--- src/design/crc8_line_frame_checker_defines.svh ---
// Assertion macros shared by the CRC-8 line frame checker RTL.
// No dependencies; included by the files that carry assertions.
`ifndef CRC8_LINE_FRAME_CHECKER_DEFINES_SVH
`define CRC8_LINE_FRAME_CHECKER_DEFINES_SVH

// Same-cycle implication, checked out of reset.
`define CRC8LFC_ASSERT_IMP(lbl, clk, rst_n, ante, cons) \
  lbl: assert property (@(posedge clk) disable iff (!(rst_n)) (ante) |-> (cons)) \
    else $error("crc8lfc: implication check failed");

// Next-cycle implication, checked out of reset.
`define CRC8LFC_ASSERT_NXT(lbl, clk, rst_n, ante, cons) \
  lbl: assert property (@(posedge clk) disable iff (!(rst_n)) (ante) |=> (cons)) \
    else $error("crc8lfc: next-cycle check failed");

`endif

--- src/design/crc8lfc_pkg.sv ---
// Package for the CRC-8 line frame checker: byte codes, status codes,
// the verdict struct and the CRC-8 / hex digit helpers. No dependencies.
`timescale 1ns / 1ps

package crc8lfc_pkg;

  localparam logic [7:0]  CRC_POLY    = 8'h07;
  localparam logic [7:0]  CRC_INIT    = 8'h00;
  localparam logic [15:0] LIMIT_RESET = 16'd512;
  localparam logic [7:0]  SEP_BYTE    = 8'h7C;
  localparam logic [7:0]  LF_BYTE     = 8'h0A;
  localparam logic [7:0]  CR_BYTE     = 8'h0D;

  typedef enum logic [1:0] {
    ST_OK        = 2'd0,
    ST_NO_SUFFIX = 2'd1,
    ST_MISMATCH  = 2'd2,
    ST_OVERFLOW  = 2'd3
  } status_e;

  typedef struct packed {
    status_e     status;
    logic [15:0] payload_length;
    logic [7:0]  computed_crc;
    logic [7:0]  received_crc;
  } verdict_t;

  typedef struct packed {
    logic       valid;
    logic [3:0] value;
  } hex_t;

  function automatic logic [7:0] crc_update(input logic [7:0] crc, input logic [7:0] b);
    logic [7:0] v;
    v = crc ^ b;
    for (int k = 0; k < 8; k++) begin
      v = v[7] ? ({v[6:0], 1'b0} ^ CRC_POLY) : {v[6:0], 1'b0};
    end
    return v;
  endfunction

  function automatic hex_t hex_digit(input logic [7:0] b);
    hex_t h;
    h.valid = 1'b1;
    h.value = '0;
    if (b >= 8'h30 && b <= 8'h39) begin
      h.value = b[3:0];
    end else if ((b >= 8'h61 && b <= 8'h66) || (b >= 8'h41 && b <= 8'h46)) begin
      h.value = b[3:0] + 4'd9;
    end else begin
      h.valid = 1'b0;
    end
    return h;
  endfunction

endpackage

--- src/design/crc8lfc_frame.sv ---
// Line state, running CRC-8, hex suffix parse and verdict for one beat.
// Uses crc8lfc_pkg and the assertion macros header.
`timescale 1ns / 1ps
`include "crc8_line_frame_checker_defines.svh"

module crc8lfc_frame (
  input  logic                  clk_i,
  input  logic                  rst_ni,
  input  logic                  fire_i,
  input  logic [7:0]            byte_i,
  input  logic [15:0]           line_limit_i,
  output logic                  res_valid_o,
  output crc8lfc_pkg::verdict_t res_o
);

  logic [7:0]  crc_q, crc_d;
  logic [15:0] len_q, len_d;
  logic        sep_q, sep_d;
  logic [7:0]  crc_sep_q, crc_sep_d;
  logic [15:0] len_sep_q, len_sep_d;
  logic [7:0]  suf_q, suf_d;
  logic        stop_q, stop_d;

  crc8lfc_pkg::hex_t hex;
  logic              res_vld;
  logic              clear;
  logic [16:0]       len_sep_inc;

  assign hex         = crc8lfc_pkg::hex_digit(byte_i);
  assign len_sep_inc = {1'b0, len_sep_q} + 17'd1;

  always_comb begin
    crc_d     = crc_q;
    len_d     = len_q;
    sep_d     = sep_q;
    crc_sep_d = crc_sep_q;
    len_sep_d = len_sep_q;
    suf_d     = suf_q;
    stop_d    = stop_q;
    res_vld   = 1'b0;
    clear     = 1'b0;
    res_o     = '0;
    if (byte_i == crc8lfc_pkg::CR_BYTE) begin
      res_vld = 1'b0;
    end else if (byte_i == crc8lfc_pkg::LF_BYTE) begin
      if (len_q != '0) begin
        res_vld = 1'b1;
        clear   = 1'b1;
        if (!sep_q) begin
          res_o.status = crc8lfc_pkg::ST_NO_SUFFIX;
        end else if ({1'b0, len_q} == len_sep_inc) begin
          res_o.status         = crc8lfc_pkg::ST_NO_SUFFIX;
          res_o.payload_length = len_sep_q;
          res_o.computed_crc   = crc_sep_q;
        end else begin
          res_o.status = (crc_sep_q == suf_q) ? crc8lfc_pkg::ST_OK
                                              : crc8lfc_pkg::ST_MISMATCH;
          res_o.payload_length = len_sep_q;
          res_o.computed_crc   = crc_sep_q;
          res_o.received_crc   = suf_q;
        end
      end
    end else if (len_q >= line_limit_i) begin
      res_vld      = 1'b1;
      clear        = 1'b1;
      res_o.status = crc8lfc_pkg::ST_OVERFLOW;
    end else begin
      if (byte_i == crc8lfc_pkg::SEP_BYTE) begin
        sep_d     = 1'b1;
        crc_sep_d = crc_q;
        len_sep_d = len_q;
        suf_d     = '0;
        stop_d    = 1'b0;
      end else if (sep_q && !stop_q) begin
        if (hex.valid) begin
          suf_d = {suf_q[3:0], hex.value};
        end else begin
          stop_d = 1'b1;
        end
      end
      crc_d = crc8lfc_pkg::crc_update(crc_q, byte_i);
      len_d = len_q + 16'd1;
    end
    if (clear) begin
      crc_d     = crc8lfc_pkg::CRC_INIT;
      len_d     = '0;
      sep_d     = 1'b0;
      crc_sep_d = '0;
      len_sep_d = '0;
      suf_d     = '0;
      stop_d    = 1'b0;
    end
  end

  assign res_valid_o = fire_i && res_vld;

  always_ff @(posedge clk_i or negedge rst_ni) begin
    if (!rst_ni) begin
      crc_q     <= crc8lfc_pkg::CRC_INIT;
      len_q     <= '0;
      sep_q     <= 1'b0;
      crc_sep_q <= '0;
      len_sep_q <= '0;
      suf_q     <= '0;
      stop_q    <= 1'b0;
    end else if (fire_i) begin
      crc_q     <= crc_d;
      len_q     <= len_d;
      sep_q     <= sep_d;
      crc_sep_q <= crc_sep_d;
      len_sep_q <= len_sep_d;
      suf_q     <= suf_d;
      stop_q    <= stop_d;
    end
  end

  `CRC8LFC_ASSERT_IMP(a_nosep_clean, clk_i, rst_ni, !sep_q, len_sep_q == '0 && crc_sep_q == '0 && !stop_q)
  `CRC8LFC_ASSERT_IMP(a_sep_inside, clk_i, rst_ni, sep_q, len_sep_q < len_q)
  `CRC8LFC_ASSERT_NXT(a_verdict_clears, clk_i, rst_ni, res_valid_o, len_q == '0 && !sep_q)

endmodule

--- config.mk ---
export PLATFORM = sky130hd
export DESIGN_NAME = crc8lfc_frame
export DESIGN_NICKNAME = d
export VERILOG_FILES = /design/src/design/crc8lfc_pkg.sv /design/src/design/crc8lfc_frame.sv
export VERILOG_INCLUDE_DIRS = /design/src /design/src/design
export SDC_FILE = /design/constraint.sdc
export NUM_CORES = 1
export LEC_CHECK = 0
export BUFFER_PORTS_ARGS = -buffer_cell sky130_fd_sc_hd__buf_2
export CAP_MARGIN = 5
export CELL_PAD_IN_SITES_DETAIL_PLACEMENT = 1
export CELL_PAD_IN_SITES_GLOBAL_PLACEMENT = 1
export CORE_MARGIN = 2
export CORE_UTILIZATION = 48
export CTS_CLUSTER_DIAMETER = 50
export DETAILED_ROUTE_END_ITERATION = 10
export GPL_TIMING_DRIVEN = 0
export PLACE_DENSITY_LB_ADDON = 0.2
export SETUP_SLACK_MARGIN = 0.05
export SYNTH_ARGS = -nofsm -noshare
export SYNTH_HDL_FRONTEND = slang
export SYNTH_SLANG_ARGS = --single-unit
--- constraint.sdc ---
create_clock -name clk_i -period 3.8 [get_ports clk_i]
set_input_delay 0.38 -clock clk_i [delete_from_list [all_inputs] [get_ports clk_i]]
set_output_delay 0.38 -clock clk_i [all_outputs]
set_load 0.005 [all_outputs]
**Word-level counts from Yosys, hierarchy flattened**

Cells that the tools add are included.

- Reductions and logical operators: 15
- $add $sub $neg: 3
- Bitwise operators: 9
- Muxes and demuxes: 63
- Eq/ne operators: 9
- Magnitude comparators: 7

Operators with widths:

| kind | count |
|---|---|
| 16-bit 2-to-1 mux | 9 |
| 8-bit 2-to-1 mux | 17 |
| 34-bit 2-to-1 mux | 2 |
| 32-bit 2-to-1 mux | 2 |
| 26-bit 2-to-1 mux | 1 |
| 3-bit 2-to-1 mux | 8 |
| 3-bit inverter | 8 |
| 1-bit 2-to-1 mux | 18 |
| 16-bit by 1-bit adder with 17-bit output (second input constant) | 1 |
| 16-bit by 17-bit equality test with 1-bit output | 1 |
| 16-bit by 1-bit adder with 16-bit output (second input constant) | 1 |
| 8-bit by 4-bit equality test with 1-bit output (second input constant) | 2 |
| 16-bit greater-or-equal comparator | 1 |
| 8-bit by 7-bit greater-or-equal comparator with 1-bit output (second input constant) | 2 |
| 8-bit by 7-bit <= comparator with 1-bit output (second input constant) | 2 |
| 16-bit nonzero test | 1 |
| 6-bit AND reduction | 2 |
| 8-bit by 7-bit equality test with 1-bit output (second input constant) | 1 |
| 8-bit equality test | 1 |
| 8-bit by 6-bit greater-or-equal comparator with 1-bit output (second input constant) | 1 |
| 8-bit by 6-bit <= comparator with 1-bit output (second input constant) | 1 |
| 2-bit 2-to-1 mux | 4 |
| 4-bit 2-to-1 mux | 2 |
| 8-bit XOR | 1 |
| other kinds (10) | 17 |

- Bits of input ports: 27
- Bits in registers: 58
- Output and inout bits: 35

**Depth between registers and ports, before layout**

Gate-level depths: netlist of run 1.

- Depth in word-level cells: 21
- Depth in mapped cells: 11

**Worst setup path before layout of run 1**

No wires, ideal clock.

- Path kind: reg-to-output
- From: register len_sep_q[0]
- To: output port res_o[0] (netlist bit)
- Required time: 3.420 ns
- Cell stages (with the launch flop): 10
- Setup slack: 1.221 ns
- Arrival time: 2.199 ns
- Path through: dfrtp_1 ha_1 clkbuf_2 a21bo_2 a2111oi_0 a2111oi_1 a2111oi_0 and4_4 nor3_4 and2_1

RTL lines:

| item | line | RTL |
|---|---|---|
| start: declaration | crc8lfc_frame.sv:20 | `logic [15:0] len_sep_q, len_sep_d;` |
| start signal: assignment | crc8lfc_frame.sv:111 | `len_sep_q <= len_sep_d;` |
| end: declaration | crc8lfc_frame.sv:13 | `output crc8lfc_pkg::verdict_t res_o` |

==> results of run 1 <==
## layout make-up
type	instances	area, µm²	area share [%]
flip-flops and latches	58	1451	27.47
plain buffers	32	155.1	2.936
well taps	129	161.4	3.055
multi-input cells	402	2849	53.92
clock buffers	12	145.1	2.747
clock inverters	3	40.04	0.7578
inverters	43	161.4	3.055
repair buffers	61	320.3	6.062
## flip-flops by register name, summed over array words and instances (netlist names)
signal / count
crc_q: 8
crc_sep_q: 8
len_q: 16
len_sep_q: 16
sep_q: 1
stop_q: 1
suf_q: 8
## routing by layer
layer | vias up | wire length, µm
met5 | - | 0
met2 | 128 | 7167
li1 | 2035 | -
met3 | 36 | 625
met4 | 0 | 499
met1 | 2131 | 6485
## worst reg2reg max path: stages, from the launching register on
cell and delay, ns:
dfrtp_1 0.50, inv_1 0.15, ha_1 0.29, nor2b_1 0.11, o21ai_0 0.09, a21oi_1 0.26
o311ai_4 0.22, o31ai_1 1.02, nand2_1 0.11, o21ai_0 0.13
## per-stage QoR
step,setup WS [ns],util (%),cells,hold slack [ns]
2_1_floorplan,1.221,-,535,0.08441
3_3_place_gp,0.5644,54.60,724,0.5235
3_5_place_dp,0.5595,54.81,725,0.4137
4_1_cts,0.1669,56.81,740,0.03958
5_1_grt,0.07627,56.91,740,0.05611
6_report,0.3186,56.91,740,0.03699
## path summary, 6_finish.rpt
check / startpoint / end / slack [ns] / depth (start not counted)
worst min register to register: suf_q[5]$_DFFE_PN0P_ / suf_q[5]$_DFFE_PN0P_ / 0.55 / 1
max in group asynchronous: rst_ni / len_sep_q[7]$_DFFE_PN0P_ / 3.15 / 2
worst min-delay path: rst_ni / crc_q[4]$_DFFE_PN0P_ / 0.04 / 1
worst max register to register: len_q[0]$_DFFE_PN0P_ / suf_q[2]$_DFFE_PN0P_ / 0.85 / 9
worst max-delay path: len_q[0]$_DFFE_PN0P_ / res_o[33] / 0.32 / 11
min in group clk_i: byte_i[1] / suf_q[1]$_DFFE_PN0P_ / 0.45 / 3
## power by group through the flow
| stage | Combinational, µW | Sequential [µW] | Clock (µW) |
|---|---|---|---|
| after detailed placement | 1160 | 1030 | 0 |
| after global placement | 1100 | 1020 | 0 |
| final | 1170 | 1030 | 574 |
| after CTS | 1170 | 1020 | 577 |
| after global routing | 1310 | 1040 | 608 |
| after floorplan | 893 | 937 | 0 |
## what timing repair did
| item | in CTS | in global routing |
|---|---|---|
| resized for setup | 0 | 1 |
| endpoints found under the hold margin | 0 | 0 |
| hold buffers | 0 | 0 |
| endpoints found under the setup margin | 0 | 1 |
## logic make-up (layout without fill, tap and decap cells)
group | Yosys count | after routing | share of synthesized area [%]
compound gates | 107 | 107 | 16.68
simple gates | 198 | 198 | 23.66
flops | 58 | 58 | 31.50
xor+xnor | 45 | 45 | 8.555
fa+ha+maj | 24 | 24 | 6.518
buf+inv | 75 | 151 | 6.871
mux | 28 | 28 | 6.219
## cell usage in the layout (no fill, tap or decap), types with 19 or more instances in the layout
cell type / instances
a22o_1: 19
buf_2: 71
dfrtp_1: 58
ha_1: 24
inv_1: 43
mux2i_1: 23
nand2_1: 48
nor2_1: 29
nor3_1: 29
o21ai_0: 25
xnor2_1: 31
==> impl_metrics.yaml, run 1 <==
layout:
  num-nets-final: 658
  drive_gt1_share_pct: 18.00
  fillers: 1165
  diodes: 0
  final_cell_area_mm2: 0.005284
  area_growth_syn_to_layout_pct: 14.69
clock_tree:
  clkTransAtPathRegs_ns: 0.07
  clk_latency_ns: 0.35
  clock_sinks: 58
  h-tree-depth: 3
  clockRootBuffer: "clkbuf_8"
  numCtsBuffers: 9
  clock_path_buffers: 2
  post_cts_buffers: 0
  cts_tree: "built"
yosys:
  synth_top_area_share_pct: 31.50
  syn_nets: 586
  avgSynthCellArea_um2: 8.611
  yosysTopAreaCell: "dfrtp_1"
  synth.distinct_cells: 63
  synth_seq_cells: 58
  synth_cells: 535
  ys_seq_area_share_pct: 31.50
  synthArstFlopShare_pct: 100.0
  synthFlopType: "dfrtp_1"
  yosys-top-cells-area: "dfrtp_1, ha_1, xnor2_1"
  synth_most_common_cell: "dfrtp_1"
  synthesis.area_mm2: 0.004607
  synth-edff-count: 0
  yosysWarningCount: 0
  synth_common_cells: "dfrtp_1, nand2_1, inv_1, xnor2_1"
setup_path:
  critical_path.cell_chain: "inv_1 -> ha_1 -> nor2b_1 -> o21ai_0 -> a21oi_1 -> o311ai_4 -> nor2_2 -> buf_2 -> buf_2 -> o22ai_1 -> buf_2"
  cp_max_fo: 10
  slowest_stage: "o311ai_4"
  path_delay_family: "compound AO/OA/AOI/OAI gates"
  cp-end-kind: "primary output"
  max_stage_delay_ns: 0.52
  arrival_ns: 3.10
  worst-path-buf-inv: 4
  startpoint_type: "flop"
  required_ns: 3.42
  cp_common_cell: "buf_2"
  critPathKind: "flop to primary output"
floorplanning:
  num_rows: 35
  die_y_um: 102.0
  dieArea_mm2: 0.01040
  initial_utilization_pct: 49.62
  core_mm2: 0.009284
  die_x_um: 102.0
  ios: 62
drt:
  dr.pass1.iters: 5
  wl_um: 14780
  vias: 4330
  first_iter_violations: 223
  vias_per_cell: 5.851
  wl_per_cell_um: 19.97
  drtAntennaViolNets: 0
  drc_errors: 0
timing:
  layout_min_cycle_time_ns: 3.481
  setup_viol: 0
  worst_slew_pin_slew_ns: 1.172
  hold_violations: 0
  rsz0062_at_grt: "no"
  finalClockSkew_ns: 0.01576
  timing.fmax_mhz: 287.2
  period_share_pct: 91.62
  slew_viol_final: 0
  tns_ns: 0
  relSlewSlack_pct: 21.19
pwr:
  vdd_drop_max_uv: 330.0
  p_seq_share_pct: 37.1
  leakage_uw: 0.002457
  intPower_uw: 1614
  fin_total_pwr_uw: 2768
  netSwitchingFraction_pct: 41.70
  p_sw_uw: 1154
  power_frac_clock_pct: 20.8
  combinationalPowerShare_pct: 42.2
  power_density_mw_per_mm2: 523.8
outcome:
  outcome: "complete, no violations"
global_routing:
  grt_max_degree: 36
  gr-total-overflow: 0
  grt_util_met1_pct: 39.24
  antenna_found_initial: 0
  grt_util_met3_pct: 4.378
  grtUsageTotal_pct: 29.99
  grt_pass1_wl_um: 23830
  grt_most_used_layer: "met2"
  met2_usage_pct: 49.54
  grt_pass1_vias: 4582
hold_path:
  hp-class: "primary input to async pin"
placement:
  gp_congestion: 0.8921
  dp_hpwl_um: 11080
  place_area_mm2: 0.005089
  portBuffers: 60
flow_run:
  drv_cap: 0
Note: power is estimated with default switching activity, not from simulation.
==> run 2, diff against run 1 <==
--- a/config.mk
+++ b/config.mk
@@ -6,17 +6,19 @@
 export SDC_FILE = /design/constraint.sdc
 export NUM_CORES = 1
 export LEC_CHECK = 0
+export ABC_AREA = 1
 export BUFFER_PORTS_ARGS = -buffer_cell sky130_fd_sc_hd__buf_2
-export CAP_MARGIN = 5
+export CAP_MARGIN = 15
 export CELL_PAD_IN_SITES_DETAIL_PLACEMENT = 1
 export CELL_PAD_IN_SITES_GLOBAL_PLACEMENT = 1
 export CORE_MARGIN = 2
-export CORE_UTILIZATION = 48
+export CORE_UTILIZATION = 46
 export CTS_CLUSTER_DIAMETER = 50
 export DETAILED_ROUTE_END_ITERATION = 10
 export GPL_TIMING_DRIVEN = 0
 export PLACE_DENSITY_LB_ADDON = 0.2
 export SETUP_SLACK_MARGIN = 0.05
+export SLEW_MARGIN = 25
 export SYNTH_ARGS = -nofsm -noshare
 export SYNTH_HDL_FRONTEND = slang
 export SYNTH_SLANG_ARGS = --single-unit
==> impl_metrics.yaml, run 2 <==
global_routing:
  antenna_found_initial: 0
  grtUsageTotal_pct: 28.32
  grt_pass1_wl_um: 25100
  grt_pass1_vias: 5041
  grt_max_degree: 59
  gr-total-overflow: 0
drt:
  wl_um: 15120
  drc_errors: 0
  vias_per_cell: 5.426
  dr.pass1.iters: 5
  first_iter_violations: 263
  vias: 4840
  drtAntennaViolNets: 0
  wl_per_cell_um: 16.95
pwr:
  vdd_drop_max_uv: 292.6
  fin_total_pwr_uw: 3441
  power_density_mw_per_mm2: 628.4
  leakage_uw: 0.002848
placement:
  gp_congestion: 0.9185
  place_area_mm2: 0.005280
  dp_hpwl_um: 11820
  dp_slack_ns: 1.160
  portBuffers: 60
flow_run:
  drv_cap: 0
timing:
  slew_viol_final: 0
  worst_slack_ns: 0.7783
  timing.fmax_mhz: 330.9
  setup_viol: 0
  finalClockSkew_ns: 0.01213
  rsz0062_at_grt: "no"
  relSlewSlack_pct: 48.59
  hold_violations: 0
  worst_slew_pin_slew_ns: 0.7711
  period_share_pct: 79.52
  tns_ns: 0
  layout_min_cycle_time_ns: 3.022
yosys:
  syn_nets: 731
  synthesis.area_mm2: 0.004807
  yosysTopAreaCell: "dfrtp_1"
  synth_common_cells: "nand2_1, inv_1, dfrtp_1, nor2_1, nand3_1"
  yosys-top-cells-area: "dfrtp_1, nand2_1, inv_1"
  synth-edff-count: 0
  synth_cells: 680
  avgSynthCellArea_um2: 7.069
  synth.distinct_cells: 41
  ys_seq_area_share_pct: 30.19
  synthFlopType: "dfrtp_1"
  synthArstFlopShare_pct: 100.0
  synth_most_common_cell: "nand2_1"
  yosysWarningCount: 0
  synth_top_area_share_pct: 30.19
  synth_seq_cells: 58
layout:
  top_regs: "len_q: 16 flops, len_sep_q: 16 flops"
  layout_common_cells: "nand2_1, inv_1, buf_2, nor2_1, dfrtp_1"
  final_cell_area_mm2: 0.005475
  fillers: 1388
  diodes: 0
  area_growth_syn_to_layout_pct: 13.90
  final_common_cell: "nand2_1"
  drive_gt1_share_pct: 17.86
  num-nets-final: 802
setup_path:
  required_ns: 3.42
  cp_max_fo: 10
  cp-end-kind: "primary output"
  arrival_ns: 2.64
  critPathKind: "flop to primary output"
  startpoint_type: "flop"
  rr_worst_depth: 10
floorplanning:
  die_y_um: 106.2
  num_rows: 37
  initial_utilization_pct: 46.99
  ios: 62
  core_mm2: 0.01023
  die_x_um: 106.2
  dieArea_mm2: 0.01128
clock_tree:
  clk_latency_ns: 0.35
  h-tree-depth: 3
  cts_tree: "built"
  post_cts_buffers: 0
  numCtsBuffers: 9
  clock_sinks: 58
  clkTransAtPathRegs_ns: 0.07
  cts-hold-fix-buffers: 0
  clock_path_buffers: 2
  post_cts_resized: 0
  clockRootBuffer: "clkbuf_8"
outcome:
  outcome: "complete, no violations"
hold_path:
  hp-class: "primary input to async pin"
-- run 2: cell types whose count changed in the layout (fill, tap and decap cells not counted), sizes merged, moves of 23 or more --
cell / change
inv: +65
nand3: +46
mux2i: -23
nand4: +26
nand2: +103
nor2: +32
o21ai: +25
-- run 2: critical path: stages (launching register included) --
cell      delay, ns
dfrtp_1        0.45
inv_1          0.17
ha_1           0.22
nand4_1        0.11
nor2_1         0.10
nand2_1        0.11
nand2_1        0.12
clkinv_1       0.25
nand2_1        0.27
buf_4          0.24
nor3_1         0.10
buf_2          0.16
-- run 2: power breakdown --
group          total [µW]  internal, µW  switching, µW
Clock                 587           318            268
Sequential           1180           851            328
Combinational        1670           629           1050
-- run 2: layer usage --
layer / vias up / GRT usage, % / share of wire (%)
li1: 2346 / - / -
met4: 0 / 9.492 / 1.9
met1: 2356 / 39.18 / 48
met3: 26 / 2.636 / 3.2
met5: - / 0 / 0
met2: 112 / 46.61 / 47
-- run 2: cell type report --
class	count	area, µm²	area share, %
multi-input combinational	488	2769	50.57
sequential	58	1451	26.51
inverter	111	424.2	7.747
timing repair buffer	60	302.8	5.530
tap	136	170.2	3.108
buffer	23	162.7	2.971
clock buffer	11	141.4	2.582
clock inverter	5	53.80	0.9826
-- run 2: cell families after synthesis --
kind of cell	synth area share [%]
and+or+nand+nor	35.63
DFF	30.19
xor gates and xnor gates	7.288
buffers and inverters	12.21
adders and majority gates	6.247
AOI/OAI and AO/OA	8.433
-- run 2: path summary, 6_finish.rpt --
| path | from | endpoint | slack (ns) |
|---|---|---|---|
| worst min-delay path | rst_ni | len_q[7]$_DFFE_PN0P_ | 0.09 |
| max in group asynchronous | rst_ni | crc_sep_q[1]$_DFFE_PN0P_ | 3.19 |
| min in group clk_i | fire_i | len_sep_q[8]$_DFFE_PN0P_ | 0.48 |
| worst min register to register | stop_q$_DFFE_PN0P_ | stop_q$_DFFE_PN0P_ | 0.54 |
| worst max register to register | len_q[3]$_DFFE_PN0P_ | crc_q[2]$_DFFE_PN0P_ | 1.44 |
| worst max-delay path | len_q[0]$_DFFE_PN0P_ | res_o[28] | 0.78 |
-- run 2: stage by stage --
stage | utilization [%] | hold slack [ns] | cells
4_1_cts | 53.52 | 0.1305 | 892
5_1_grt | 53.52 | 0.1626 | 892
3_3_place_gp | 51.58 | 0.5197 | 876
2_1_floorplan | - | 0.08441 | 680
3_5_place_dp | 51.61 | 0.5029 | 876
6_report | 53.52 | 0.09274 | 892
